===== src/sv/tfb_fifo.sv =====
// Short command queue between the front end and the back end.
module tfb_fifo #(
    parameter int WIDTH = 8,
    parameter int DEPTH = 4
) (
    input  logic             aclk,
    input  logic             aresetn,
    input  logic             in_valid,
    output logic             in_ready,
    input  logic [WIDTH-1:0] in_data,
    output logic             out_valid,
    input  logic             out_ready,
    output logic [WIDTH-1:0] out_data
);

    localparam int PTR_W = (DEPTH > 1) ? $clog2(DEPTH) : 1;
    localparam int CNT_W = $clog2(DEPTH + 1);

    logic [WIDTH-1:0] slot_reg [DEPTH];
    logic [PTR_W-1:0] wr_ptr_reg, wr_ptr_next;
    logic [PTR_W-1:0] rd_ptr_reg, rd_ptr_next;
    logic [CNT_W-1:0] count_reg, count_next;
    logic             push, pop;

    assign in_ready  = count_reg != CNT_W'(DEPTH);
    assign out_valid = count_reg != '0;
    assign out_data  = slot_reg[rd_ptr_reg];
    assign push      = in_valid && in_ready;
    assign pop       = out_valid && out_ready;

    always_comb begin
        wr_ptr_next = wr_ptr_reg;
        rd_ptr_next = rd_ptr_reg;
        count_next  = count_reg;
        if (push) begin
            wr_ptr_next = (wr_ptr_reg == PTR_W'(DEPTH - 1)) ? '0 : wr_ptr_reg + 1'b1;
        end
        if (pop) begin
            rd_ptr_next = (rd_ptr_reg == PTR_W'(DEPTH - 1)) ? '0 : rd_ptr_reg + 1'b1;
        end
        if (push && !pop) begin
            count_next = count_reg + 1'b1;
        end else if (pop && !push) begin
            count_next = count_reg - 1'b1;
        end
    end

    always_ff @(posedge aclk) begin
        if (!aresetn) begin
            wr_ptr_reg <= '0;
            rd_ptr_reg <= '0;
            count_reg  <= '0;
        end else begin
            wr_ptr_reg <= wr_ptr_next;
            rd_ptr_reg <= rd_ptr_next;
            count_reg  <= count_next;
        end
    end

    always_ff @(posedge aclk) begin
        if (push) begin
            slot_reg[wr_ptr_reg] <= in_data;
        end
    end

endmodule


===== config.mk =====
export PLATFORM = sky130hd
export DESIGN_NAME = tfb_fifo
export DESIGN_NICKNAME = d
export VERILOG_FILES = /design/src/sv/tfb_fifo.sv
export SDC_FILE = /design/constraint.sdc
export NUM_CORES = 1
export LEC_CHECK = 0
export ABC_AREA = 1
export BUFFER_PORTS_ARGS = -buffer_cell sky130_fd_sc_hd__clkbuf_2
export CAP_MARGIN = 20
export CELL_PAD_IN_SITES_DETAIL_PLACEMENT = 1
export CELL_PAD_IN_SITES_GLOBAL_PLACEMENT = 2
export CORE_ASPECT_RATIO = 0.5
export CORE_MARGIN = 2
export CORE_UTILIZATION = 40
export CTS_CLUSTER_SIZE = 24
export DETAILED_ROUTE_END_ITERATION = 8
export HOLD_SLACK_MARGIN = 0.06
export PLACE_DENSITY = 0.82
export SYNTH_ARGS = -nofsm -noshare
export SYNTH_HDL_FRONTEND = slang
export SYNTH_SLANG_ARGS = --single-unit

===== constraint.sdc =====
create_clock -name aclk -period 3 [get_ports aclk]
set_input_delay 0.3 -clock aclk [delete_from_list [all_inputs] [get_ports aclk]]
set_output_delay 0.3 -clock aclk [all_outputs]
set_load 0.01 [all_outputs]

==> metrics.md <==
| Metric | Value |
|---|---|
| Post-route antenna net violation count | 0 |
| Routability cong. | 0.691 |
| Worst-case reg-to-reg path depth | 9 |
| Area of the die | 4790 um2 |
| Remaining global-route overflow | 0 |
| Tcrit/Tclk final | 69.4% |
| Fill count | 448 |
| Mean routed wirelength per cell | 14.2 um |
| Post-CTS setup buffer count | 0 |
| Count of H-tree levels built during CTS | 2 |
| Vias per std cell | 4.80 |
| Setup-violating endpoint count in the final report | 0 |
| Cell count after placement | 219 |
| Utilization of the core after routing | 48.8% |
| Largest driver fanout on the critical path | 17 |
| Power share of the sequential group | 45.7% |
| Post-route total power | 1720 uW |
| Clock latency on the worst-skew pair | 290 ps |
| Worst setup path endpoint | out_data[1] |
| R2r setup slk | 1140 ps |
| Syn nets | 165 |
| Transition time at the pin with the least slew margin | 803 ps |
| Wire length of the first global-routing pass | 5.36 mm |
| Syn Std Cell Area | 1690 um2 |
| Number of flip-flops under the largest register name | 32 |
| Worst EP arrival | 1780 ps |
| Total routing usage reported by global routing | 15.5% |
| Part of the total power dissipated in combinational logic | 29.5% |
| Combinational family with the most area after synthesis | simple AND/OR/NAND/NOR gates |
| Maximum number of buffers from clock root to sink | 2 |
| Worst vdd ir | 0.302 mV |
| Number of standard cells in the final layout excluding fillers | 226 |
| Number of sinks driven by the clock tree | 41 |
| Critical path type | register to primary output |
| Post-synthesis mux area share | 0% |
| Area share of and/or/nand/nor cells after synthesis | 12.2% |
| Crit. End Element | primary output |
| Final number of hold-violating endpoints | 0 |
| Slew Limit Headroom | 46.3% |
| Number of global-route vias before repair | 1,132 |
| Reg2Reg Launch Point | count_reg[1] |
| CTS tree | built |
| Internal power consumption | 1140 uW |
| Antenna cell count | 0 |
| Xor-xnor portion of the synthesized cell area | 0% |
| RSZ-0062 raised after global routing | no |
| Clock input transition at the sequential cells of the worst setup and hold paths | 80 ps |
| Leakage power | 0.000775 uW |
| Clock share of power | 24.7% |
| Max-cap violations | 0 |
| Share of the synthesized area in compound gates (AO/OA/AOI/OAI) | 9.55% |
| Post-synthesis cell count | 146 |
| Leading cell types in the layout, fill and taps excluded | sky130_fd_sc_hd__nor2_1, sky130_fd_sc_hd__edfxtp_1, sky130_fd_sc_hd__clkbuf_2 |
| Number of ports placed on the die boundary | 22 |
| Required time of the critical path | 2700 ps |
| # hold bufs at CTS | 0 |
| Power per unit of standard cell area | 884 nW/um2 |
| DRC violation count after routing | 0 |
| Detailed-route via count | 1,084 |
| Final Slew Violations | 0 |
| Final setup TNS | 0 ps |
| Die outline height | 50.0 um |
| Core area | 3980 um2 |
| Share of the yosys chip area belonging to registers | 67.5% |
| Number of placement rows | 16 |
| Largest net degree at the start of global routing | 18 |
| Initial antenna violation count | 0 |
| Max Clk Rate | 481 MHz |
| Root Buffer Master | sky130_fd_sc_hd__clkbuf_8 |
| Hold WC Path Type | primary input to register |
| PostCTS Resize Cnt | 0 |
| Total number of yosys warnings | 0 |
| Growth of design area from synthesis to finish | 15.0% |
| PortBufs | 21 |
| Outcome | finished clean |
| Starting density of the core | 42.4% |
| Ratio of cells with drive above 1 in the final layout | 20.3% |
| Final period demand of the worst path | 2080 ps |
| Number of buffers created by CTS | 5 |
| Worst setup skew after layout | 6.61 ps |
| Switching part of the total power | 33.7% |
| Synth Area per Inst | 11.6 um2 |
| Number of storage elements in the synthesis netlist | 41 |
| Setup crit start kind | register |
| Synthesized-area fraction occupied by adder cells | 5.63% |
| Die W | 95.9 um |
| Unique cell type count in the Yosys netlist | 19 |
| Final-stage net count | 191 |
| Pre-Repair DR Iteration Count | 4 |
| Dpl hpwl | 2.25 mm |
| Number of design-rule violations left by the first detailed-router iteration | 39 |
| Hold Worst Slack | 228 ps |
| Switching component of the power | 580 uW |
| Final routed wirelength across all metal layers | 3.20 mm |
| End of the worst register-to-register path | count_reg[1] |
cells in the mapped netlist:
cell | number | area, um2
sky130_fd_sc_hd__nor2_1 | 32 | 120
sky130_fd_sc_hd__nor2_2 | 1 | 6.26
sky130_fd_sc_hd__o21ai_1 | 1 | 5.00
sky130_fd_sc_hd__o21ai_2 | 3 | 26.3
sky130_fd_sc_hd__a21oi_1 | 2 | 10.0
sky130_fd_sc_hd__fa_1 | 1 | 20.0
sky130_fd_sc_hd__nand2_2 | 2 | 12.5
sky130_fd_sc_hd__buf_6 | 2 | 22.5
sky130_fd_sc_hd__nand3_1 | 1 | 5.00
sky130_fd_sc_hd__edfxtp_1 | 32 | 961
sky130_fd_sc_hd__nand4_1 | 1 | 6.26
sky130_fd_sc_hd__o22ai_1 | 8 | 50.1
sky130_fd_sc_hd__inv_2 | 1 | 3.75
sky130_fd_sc_hd__inv_1 | 16 | 60.1
sky130_fd_sc_hd__nand2_1 | 13 | 48.8
sky130_fd_sc_hd__o21ai_0 | 14 | 70.1
sky130_fd_sc_hd__dfxtp_1 | 9 | 180
sky130_fd_sc_hd__nand3b_1 | 1 | 7.51
sky130_fd_sc_hd__ha_1 | 6 | 75.1
metrics by stage:
stage	cell area, um2	worst slack, ps
after CTS	1940	873
final	1940	919
after floorplan	1690	1310
after global routing	1940	762
after detailed placement	1840	1130
after global placement	1840	1210
area by class of cell:
type	count	area [um2]	area share [%]
clock buffers	5	68.8	3.54
clock inverters	2	35.0	1.80
well taps	54	67.6	3.47
inverters	17	63.8	3.28
repair buffers	21	105	5.41
flip-flops and latches	41	1140	58.7
multi-input cells	86	463	23.8
worst min path at each step:
stage,startpoint,to,slack (ps),depth (start not counted)
finish,in_data[5],slot_reg[1][5],230,1
floorplan,in_data[0],slot_reg[0][0],400,0
CTS,in_data[5],slot_reg[1][5],220,1
global route,in_data[4],slot_reg[0][4],230,1
global placement,count_reg[0],count_reg[0],510,2
detailed placement,count_reg[0],count_reg[0],530,2
metal layers:
layer	share of wire [%]	vias up	global-route usage, %
li1	-	548	-
met1	47	512	19.1
met5	0	-	0
met2	48	19	24.9
met3	3.8	5	5.35
met4	1.4	0	6.43
worst max-delay path: stages, from the launching register on:
cell	delay, ps
sky130_fd_sc_hd__dfxtp_1	720
sky130_fd_sc_hd__inv_2	280
sky130_fd_sc_hd__o21ai_0	260
sky130_fd_sc_hd__o22ai_1	100
sky130_fd_sc_hd__clkbuf_2	130
power groups by stage:
| stage | sequential, uW | clock, uW | combinational [uW] |
|---|---|---|---|
| final | 786 | 425 | 508 |
| after global routing | 802 | 453 | 585 |
| after CTS | 789 | 438 | 520 |
| after detailed placement | 802 | 0 | 517 |
| after global placement | 795 | 0 | 506 |
| after floorplan | 766 | 0 | 375 |
cell families (layout without fill, tap and decap cells):
kind of cell / after synthesis / in the layout
adders and majority gates: 7 / 7
buffers and inverters: 19 / 45
AOI/OAI and AO/OA: 28 / 28
and+or+nand+nor: 51 / 51
DFF: 41 / 41
Note: power is estimated with default switching activity, not from simulation.
