$ cat src/sv/tfb_pkg.sv
// Shared types and constants of the text frame buffer and panel streamer.
package tfb_pkg;

    // One input word as it arrives on the request channel.
    typedef struct packed {
        logic [1:0]  req_type;
        logic        line_sel;
        logic [7:0]  char_code;
        logic [11:0] font_addr;
        logic [7:0]  font_byte;
    } tfb_in_t;

    // One output word as it leaves toward the panel.
    typedef struct packed {
        logic [7:0] out_byte;
        logic       is_data;
        logic       frame_end;
    } tfb_out_t;

    // Operation that the front hands to the back through the queue.
    typedef enum logic [1:0] {
        OP_START,
        OP_CHAR,
        OP_REFRESH,
        OP_FONT
    } tfb_op_t;

    // Back status seen by the front and the top level.
    typedef struct packed {
        logic clearing;
        logic busy;
    } tfb_status_t;

    // Request type codes.
    localparam logic [1:0] REQ_START   = 2'd0;
    localparam logic [1:0] REQ_CHAR    = 2'd1;
    localparam logic [1:0] REQ_REFRESH = 2'd2;
    localparam logic [1:0] REQ_FONT    = 2'd3;

    // First printable character code held in the font.
    localparam int FIRST_CODE = 32;

    // Panel command bytes sent ahead of each page.
    localparam logic [7:0] CMD_COL_LOW   = 8'h00;
    localparam logic [7:0] CMD_COL_HIGH  = 8'h10;
    localparam logic [7:0] CMD_PAGE_BASE = 8'hB0;

endpackage

$ cat src/sv/tfb_front.sv
// Request front end: accepts words, drops ignored ones, builds queue commands.
module tfb_front #(
    parameter int GLYPH_COUNT = 95,
    parameter int GLYPH_BYTES = 25,
    parameter int FA_W        = 12
) (
    input  logic                 aclk,
    input  logic                 aresetn,
    input  logic                 s_valid,
    output logic                 s_ready,
    input  tfb_pkg::tfb_in_t     s_data,
    input  tfb_pkg::tfb_status_t status,
    output logic                 q_valid,
    input  logic                 q_ready,
    output logic [2+1+FA_W+8-1:0] q_cmd
);

    localparam int FONT_SIZE = GLYPH_COUNT * GLYPH_BYTES;

    typedef struct packed {
        tfb_pkg::tfb_op_t  op;
        logic              line;
        logic [FA_W-1:0]   addr;
        logic [7:0]        data;
    } cmd_t;

    logic        valid_reg, valid_next;
    cmd_t        cmd_reg, cmd_next;
    cmd_t        cmd_c;
    logic        keep_c;
    logic        take;
    logic [31:0] addr_wide;
    logic [31:0] glyph_idx;
    logic [31:0] glyph_base;
    logic        code_ok;

    assign addr_wide  = 32'(s_data.font_addr);
    assign glyph_idx  = 32'(s_data.char_code) - 32'(tfb_pkg::FIRST_CODE);
    assign glyph_base = glyph_idx * 32'(GLYPH_BYTES);
    assign code_ok    = (32'(s_data.char_code) >= 32'(tfb_pkg::FIRST_CODE)) &&
                        (32'(s_data.char_code) < 32'(tfb_pkg::FIRST_CODE + GLYPH_COUNT));

    // Classify the word and drop what has no effect.
    always_comb begin
        cmd_c.line = s_data.line_sel;
        cmd_c.data = s_data.font_byte;
        cmd_c.addr = addr_wide[FA_W-1:0];
        cmd_c.op   = tfb_pkg::OP_START;
        keep_c     = 1'b1;
        unique case (s_data.req_type)
            tfb_pkg::REQ_START: begin
                cmd_c.op = tfb_pkg::OP_START;
            end
            tfb_pkg::REQ_CHAR: begin
                cmd_c.op   = tfb_pkg::OP_CHAR;
                cmd_c.addr = glyph_base[FA_W-1:0];
                keep_c     = code_ok;
            end
            tfb_pkg::REQ_REFRESH: begin
                cmd_c.op = tfb_pkg::OP_REFRESH;
            end
            tfb_pkg::REQ_FONT: begin
                cmd_c.op = tfb_pkg::OP_FONT;
                keep_c   = addr_wide < 32'(FONT_SIZE);
            end
            default: begin
                keep_c = 1'b0;
            end
        endcase
    end

    assign s_ready = !status.clearing && (!valid_reg || q_ready);
    assign take    = s_valid && s_ready;

    always_comb begin
        valid_next = valid_reg && !q_ready;
        cmd_next   = cmd_reg;
        if (take) begin
            valid_next = keep_c;
            cmd_next   = cmd_c;
        end
    end

    always_ff @(posedge aclk) begin
        if (!aresetn) begin
            valid_reg <= 1'b0;
        end else begin
            valid_reg <= valid_next;
        end
        cmd_reg <= cmd_next;
    end

    assign q_valid = valid_reg;
    assign q_cmd   = cmd_reg;

endmodule

$ cat config.mk
export PLATFORM = sky130hd
export DESIGN_NAME = tfb_front
export DESIGN_NICKNAME = d
export VERILOG_FILES = /design/src/sv/tfb_pkg.sv /design/src/sv/tfb_front.sv
export SDC_FILE = /design/constraint.sdc
export NUM_CORES = 1
export LEC_CHECK = 0
export BUFFER_PORTS_ARGS = -buffer_cell sky130_fd_sc_hd__buf_2
export CAP_MARGIN = 10
export CORE_MARGIN = 4
export CORE_UTILIZATION = 30
export DETAILED_ROUTE_END_ITERATION = 7
export GPL_TIMING_DRIVEN = 1
export PLACE_DENSITY = 0.59
export SLEW_MARGIN = 20
export SYNTH_ARGS = -nofsm -noshare
export SYNTH_HDL_FRONTEND = slang
export SYNTH_SLANG_ARGS = --single-unit
$ cat constraint.sdc
create_clock -name aclk -period 4.1 [get_ports aclk]
set_clock_uncertainty 0.05 [all_clocks]
set_input_delay 0.82 -clock aclk [delete_from_list [all_inputs] [get_ports aclk]]
set_output_delay 0.82 -clock aclk [all_outputs]
set_load 0.005 [all_outputs]
==> results of run 1 <==
-- cell usage in the layout (no fill, tap or decap), drive strengths merged, types with 2 or more instances in the layout --
| cell | instances |
|---|---|
| a211oi | 3 |
| a21o | 4 |
| a21oi | 2 |
| a221oi | 2 |
| buf | 61 |
| clkbuf | 3 |
| edfxtp | 23 |
| fa | 5 |
| ha | 28 |
| inv | 17 |
| mux2 | 4 |
| nand2 | 10 |
| nand2b | 2 |
| nor3 | 4 |
| nor3b | 2 |
| o21ai | 10 |
| o21bai | 2 |
| xnor2 | 5 |
| xor2 | 3 |
-- area by class of cell --
cell class / count / area, um2 / share of cell area (%)
Multi-Input combinational cell: 98 / 898.4 / 42.46
Sequential cell: 24 / 710.7 / 33.59
Timing Repair Buffer: 61 / 307.8 / 14.55
Tap cell: 72 / 90.09 / 4.258
Inverter: 17 / 63.81 / 3.016
Clock buffer: 3 / 41.29 / 1.952
Clock inverter: 1 / 3.754 / 0.1774
-- cell families (layout without fill, tap and decap cells) --
group           count (synthesis)  after routing  synth area share (%)
compound gates                 27             27                 10.74
mux                             5              5                 3.259
buf+inv                        21             82                 4.740
fa+ha+maj                      33             33                 26.67
flops                          24             24                 42.07
simple gates                   25             25                 7.927
xor+xnor                        8              8                 4.593
-- per-stage QoR --
| step | instances | hold slack [ps] |
|---|---|---|
| 2_1_floorplan | 143 | 559.4 |
| 6_report | 276 | 579.8 |
| 3_3_place_gp | 272 | 561.0 |
| 5_1_grt | 276 | 658.3 |
| 3_5_place_dp | 272 | 568.4 |
| 4_1_cts | 276 | 589.3 |
-- metal layers --
layer | routed length (um) | share of wire (%)
met1 | 1579 | 46
met2 | 1543 | 45
met3 | 223 | 6.6
met4 | 49 | 1.4
met5 | 0 | 0
-- registers in the layout, summed over array words and instances, names as in the netlist --
register and flops:
q_cmd 23, q_valid 1
-- worst max path at each step --
stage | slack, ps | depth (start not counted) | from | to
6_report | 690 | 12 | s_data[25] | q_cmd[19]
3_5_place_dp | 410 | 10 | s_data[21] | q_cmd[19]
2_1_floorplan | 720 | 9 | s_data[21] | q_cmd[19]
5_1_grt | 470 | 12 | s_data[25] | q_cmd[19]
4_1_cts | 670 | 12 | s_data[25] | q_cmd[19]
3_3_place_gp | 430 | 12 | s_data[25] | q_cmd[19]
-- power breakdown --
part / internal, mW / switching [mW] / leakage, nW
Combinational: 0.112 / 0.123 / 0.773
Sequential: 0.288 / 0.00254 / 0.224
Clock: 0.0667 / 0.0671 / 0.0231
Total: 0.466 / 0.193 / 1.02
-- worst max-delay path: stages --
cell,delay [ps]
buf_2,130
inv_1,130
ha_1,230
ha_1,270
inv_1,40
fa_1,440
ha_1,310
ha_1,370
a211oi_1,220
o21bai_1,130
nor4_1,200
a221oi_1,80
==> results.cfg, run 1 <==
[worst_setup_path]
start_kind = input port
r2r-end = q_cmd[9]
path_max_fanout = 5
reg2reg_depth = 3
cp-end-kind = flip-flop
r2r-start = q_valid
crit_required_ps = 4050
reg2reg_slack_ps = 2320
arrival_ps = 3360
crit_type = in -> reg

[grt]
antenna_found_initial = 0
met2_usage_pct = 16.84
overflow = 0
busiest_layer = met2
grt_max_degree = 24
grt_use_met3_pct = 2.282
grt_usage_pct = 10.17
grt_pass1_vias = 1285
grt_pass1_wl_um = 5802
met1_usage_pct = 12.83

[clocking]
clock_sinks = 24
clk_latency_ps = 260
cts_buffers = 3
cts_tree = yes
cts_root_buffer = clkbuf_8
htree_levels = 1
clk_pin_slew_ps = 80
cts-resized-gates = 0
post_cts.repair.setup_buffers = 0
cts.path.max_buffers = 2
postCtsHoldBufs = 0

[power_and_ir_drop]
p_total_uw = 658.5
worst_ir_drop_vdd_mv = 0.1508
leakage_nw = 1.021
power_density_nw_per_um2 = 311.2

[detailed_routing]
routedWlPerCell_um = 12.30
drt_iter0_drc = 76
vias = 1238
routed_wl_um = 3396
ant_nets = 0
drc = 0
via_per_inst = 4.486
dr.pass1.iters = 3

[layout]
stdcell_area_um2 = 2116
layout.nets = 275
antenna_cells = 0
area_growth_pct = 25.26
fin_util_pct = 38.66
n_fill_cell = 546
layout-drive-gt1-share_pct = 33.82

[hold_path]
hold_end = q_valid
whs_path_depth = 3
min_from = q_valid
hold_class = reg -> reg

[timing]
tightest_slew_ps = 999.4
worst_slack_ps = 692.0
finalCritPeriodShare_pct = 83.12
setup_violations = 0
totalNegativeSetupSlack_ps = 0
rsz0062_at_grt = no
period_minus_slack_ps = 3408
max_freq_mhz = 293.4
slew_headroom_pct = 33.37
hold_violations = 0
final-max-slew-violation-count = 0

[floorplanning]
rows = 27
fp.dieW_um = 83.04
fp.dieArea_um2 = 6895
start_util_pct = 30.86
core-area_um2 = 5473
pin_count = 62
die_h_um = 83.04

[synth]
yosysMostFrequentCell = ha_1
ys.flop_type = edfxtp_1
netlist.area_leader.share_pct = 40.89
yosysUniqueCellTypes = 33
synth-edff-count = 23
avgSynthCellArea_um2 = 11.81
netlist_area_um2 = 1689
syn_inst = 143
synth-async-reset-ratio_pct = 0
synth_seq_cells = 24
seq_area_frac_synth_pct = 42.07
synthesis.nets = 213
yosysTopAreaCell = edfxtp_1
yosysWarningCount = 0
synth_common_cells = ha_1, edfxtp_1, inv_1
synthTopCellsByArea = edfxtp_1, ha_1, fa_1

[place]
dpl_cell_area_um2 = 2071
portBuffers = 60
dpl_worst_slack_ps = 407.9
place_hpwl_um = 2930
gp_congestion = 0.7680

[run_status]
status = finished clean

[run]
maxCapViolations = 0
Power figures use the tool's default switching activity.
==> run 2: changes to the inputs <==
clock period = 3.55 ns   (was 4.1 ns; I/O delays follow)
==> run 2 against run 1 <==
  * Cell count is 2.5% higher
  * Final area is 2.5% higher
  * Routed wire length hardly changed
  * Sequential power is 16% higher
  * Clock-buffer cell count stayed put
  * First-iteration DRC count is 16% lower
  * Register-to-register slack worse by 100 ps
  * Global-route usage is 0.14 points lower
  * Combinational power is 22% higher
  * Largest cell class unchanged
  * Highest routed layer unchanged
==> results.cfg, run 2 (same netlist as run 1, synthesis figures left out) <==
[power_and_ir_drop]
p_total_uw = 779.4
p_comb_share_pct = 36.8
clkPwrFrac_pct = 20.3
worst_ir_drop_vdd_mv = 0.1732
switching_share_pct = 29.24
power_frac_seq_pct = 43.0
leakage_nw = 1.056
internal_power_uw = 551.5
power_density_nw_per_um2 = 359.4
power_switching_uw = 227.9

[worst_setup_path]
cp-end-kind = flip-flop
reg2reg_slack_ps = 2220
reg2reg_depth = 4
r2r-end = q_cmd[15]
r2r-start = q_valid
start_kind = input port
arrival_ps = 3200
crit_required_ps = 3510
crit_type = in -> reg
path_max_fanout = 3

[detailed_routing]
via_per_inst = 4.424
drc = 0
vias = 1252
drt_iter0_drc = 64
ant_nets = 0
routed_wl_um = 3394
routedWlPerCell_um = 11.99
dr.pass1.iters = 3

[layout]
area_growth_pct = 28.37
final_cell_mix = buf_2, ha_1, edfxtp_1
layout.nets = 282
antenna_cells = 0
layout-drive-gt1-share_pct = 36.02
layout_commonest_cell = buf_2
largest_reg_flops = 23
instances_no_fill = 283

[place]
gp_congestion = 0.7349
place_hpwl_um = 2976
dpl.cell_count = 279
dpl_worst_slack_ps = 16.07
portBuffers = 60

[grt]
grt_max_degree = 24
grt_pass1_wl_um = 5782
overflow = 0
grt_usage_pct = 10.04
antenna_found_initial = 0
grt_pass1_vias = 1329

[timing]
totalNegativeSetupSlack_ps = 0
setup_violations = 0
finalCritPeriodShare_pct = 91.34
max_freq_mhz = 308.4
period_minus_slack_ps = 3243
slew_headroom_pct = 51.56
hold_violations = 0
final-max-slew-violation-count = 0
rsz0062_at_grt = no
worst_slack_ps = 307.4
tightest_slew_ps = 708.2

[clocking]
clock_sinks = 24
cts_root_buffer = clkbuf_8
clk_pin_slew_ps = 80
cts_tree = yes
postCtsHoldBufs = 0
cts-resized-gates = 0
cts_buffers = 3
post_cts.repair.setup_buffers = 0
htree_levels = 1
clk_latency_ps = 260
cts.path.max_buffers = 2

[floorplanning]
pin_count = 62
fp.dieArea_um2 = 6895
fp.dieW_um = 83.04
start_util_pct = 30.86
rows = 27
die_h_um = 83.04
core-area_um2 = 5473

[hold_path]
hold_class = in -> reg
whs_path_depth = 1
hold_end = q_cmd[6]
min_from = s_data[6]

[run_status]
status = finished clean

[run]
maxCapViolations = 0
[run 2: cell types whose count changed in the layout (fill, tap and decap cells not counted), sizes merged]
cell / before / now
buf: 61 / 68
[run 2: through the flow]
step | hold WS (ps) | utilization [%] | instance area, um2
after floorplan | 559.4 | - | 1689
after global placement | 560.2 | 38.80 | 2123
after detailed placement | 573.8 | 38.80 | 2123
after CTS | 565.8 | 39.62 | 2168
after global routing | 565.4 | 39.62 | 2168
final | 566.7 | 39.62 | 2168
[run 2: routing by layer]
metal / vias up / GRT usage [%] / routed length (um)
met2: 42 / 17.57 / 1549
li1: 656 / - / -
met3: 4 / 2.480 / 250
met4: 0 / 3.566 / 45
met5: - / 0 / 0
met1: 550 / 11.87 / 1548
[run 2: power groups by stage]
stage                     registers [mW]  clock network, mW  logic [mW]
final                              0.335              0.158       0.287
after global placement             0.341                  0       0.288
after CTS                          0.335              0.162       0.293
after global routing               0.337              0.172       0.334
after detailed placement           0.342                  0       0.289
after floorplan                    0.345                  0       0.189
[run 2: layout make-up]
cell class	count	area, um2
Clock buffer	3	41.29
Clock inverter	1	3.754
Tap cell	72	90.09
Multi-Input combinational cell	98	898.4
Timing Repair Buffer	68	360.3
Sequential cell	24	710.7
Fill cell	547	3304
Inverter	17	63.81
[run 2: critical path, stage by stage]
cell      delay [ps]
buf_2            120
ha_1             300
fa_1             470
ha_1             310
ha_1             220
fa_1             410
a211oi_1         250
o21bai_1         140
nor4_1           180
a221oi_1          80
[run 2: worst max-delay path by stage]
stage | cells past startpoint | start | to
6_report | 10 | s_data[21] | q_cmd[19]
5_1_grt | 10 | s_data[21] | q_cmd[19]
4_1_cts | 10 | s_data[21] | q_cmd[19]
3_5_place_dp | 10 | s_data[21] | q_cmd[19]
3_3_place_gp | 10 | s_data[21] | q_cmd[19]
2_1_floorplan | 9 | s_data[21] | q_cmd[19]
==> run 3: changes to the inputs <==
BUFFER_PORTS_ARGS = -buffer_cell sky130_fd_sc_hd__buf_4   (was -buffer_cell sky130_fd_sc_hd__buf_2)
==> run 3 against run 2 <==
  * Via count about the same
  * Hold slack about the same
  * Global-route usage increased by 0.84 points
  * Sequential cell count unchanged
  * Final area increased by 7.4%
  * Highest routed layer unchanged
  * Critical path depth unchanged
  * Clock power increased by 49%
  * Combinational power increased by 4%
  * Power increased by 12%
  * First-iteration DRC count decreased by 50%
  * Non-clock buffer count decreased by 2
  * Sequential share of layout area decreased by 2.3 points
  * Critical path type unchanged
==> results.cfg, run 3 (same netlist as run 1, synthesis figures left out) <==
[run_status]
status = finished clean

[layout]
layout.nets = 280
area_growth_pct = 37.93
n_fill_cell = 539
final_cell_mix = buf_4, ha_1, edfxtp_1
layout-drive-gt1-share_pct = 35.89
stdcell_area_um2 = 2330
multi_input_area_um2 = 898.4
seq_area_um2 = 710.7
layout_commonest_cell = buf_4
instances_no_fill = 281
fin_util_pct = 42.57
antenna_cells = 0
largest_reg_flops = 23

[power_and_ir_drop]
worst_ir_drop_vdd_mv = 0.1446
power_density_nw_per_um2 = 373.6
p_total_uw = 870.3
leakage_nw = 1.110

[floorplanning]
fp.dieArea_um2 = 6895
rows = 27
start_util_pct = 30.86
die_h_um = 83.04
pin_count = 62
core-area_um2 = 5473
fp.dieW_um = 83.04

[timing]
setup_violations = 0
final-max-slew-violation-count = 0
worst_hold_slack_ps = 566.8
tightest_slew_ps = 736.0
slew_headroom_pct = 49.66
finalCritPeriodShare_pct = 92.27
period_minus_slack_ps = 3275
max_freq_mhz = 305.3
hold_violations = 0
worst_slack_ps = 274.5
totalNegativeSetupSlack_ps = 0
rsz0062_at_grt = no

[clocking]
clock_sinks = 24
clk_latency_ps = 260
cts.path.max_buffers = 2
post_cts.repair.setup_buffers = 0
htree_levels = 1
cts_tree = yes
clk_pin_slew_ps = 80
cts-resized-gates = 0
cts_buffers = 3
cts_root_buffer = clkbuf_8
postCtsHoldBufs = 0

[worst_setup_path]
r2r-start = q_valid
path_max_fanout = 3
start_kind = input port
reg2reg_slack_ps = 2170
cp-end-kind = flip-flop
slowest_delay_ps = 480
r2r-end = q_cmd[15]
crit_top_cell = ha_1
path_cells = buf_4 > ha_1 > fa_1 > ha_1 > ha_1 > fa_1 > a211oi_1 > o21bai_1 > nor4_1 > a221oi_1
arrival_ps = 3230
crit_type = in -> reg
critPathSlowestCell = fa_1
reg2reg_depth = 4
crit_required_ps = 3510

[hold_path]
whs_path_depth = 1
hold_end = q_cmd[6]
min_from = s_data[6]
hold_class = in -> reg

[place]
dpl_cell_area_um2 = 2258
portBuffers = 60
dpl_worst_slack_ps = -1.075
gp_congestion = 0.7755
dpl.cell_count = 277
place_hpwl_um = 3027

[grt]
grt_pass1_vias = 1378
grt_max_degree = 24
antenna_found_initial = 0
overflow = 0
grt_pass1_wl_um = 6292
grt_usage_pct = 10.87

[detailed_routing]
ant_nets = 0
vias = 1251
dr.pass1.iters = 4
via_per_inst = 4.452
drc = 0
routedWlPerCell_um = 12.79
routed_wl_um = 3595
drt_iter0_drc = 32

[run]
maxCapViolations = 0
run 3: layer usage:
metal	wire length (um)	GRT usage [%]	part of all wire (%)	vias to the layer above
li1	-	-	-	647
met1	1675	13.79	47	556
met2	1608	17.71	45	46
met3	280	3.472	7.8	2
met4	31	3.120	0.86	0
met5	0	0	0	-
run 3: how the worst max path moves through the flow:
stage / from / end / slack [ps]
6_report: s_data[21] / q_cmd[19] / 270
5_1_grt: s_data[21] / q_cmd[19] / 60
4_1_cts: s_data[21] / q_cmd[19] / 260
3_5_place_dp: s_data[21] / q_cmd[19] / -1
3_3_place_gp: s_data[21] / q_cmd[19] / 30
2_1_floorplan: s_data[21] / q_cmd[19] / 280
run 3: area by class of cell:
cell class	count	area share [%]
Multi-Input combinational cell	98	38.56
Tap cell	72	3.867
Clock buffer	3	1.772
Sequential cell	24	30.50
Inverter	17	2.739
Clock inverter	1	1.289
Timing Repair Buffer	66	21.27
run 3: critical path, delay by kind of cell:
kind	cells	cell delay, ps
compound gates	3	480
fa+ha+maj	5	1740
buf+inv	1	120
simple gates	1	190
run 3: where the power goes:
part | total, mW | switching, mW | internal (mW) | leakage [nW]
clock network | 0.236 | 0.0851 | 0.151 | 0.0357
logic | 0.299 | 0.145 | 0.154 | 0.850
registers | 0.336 | 0.00383 | 0.332 | 0.224
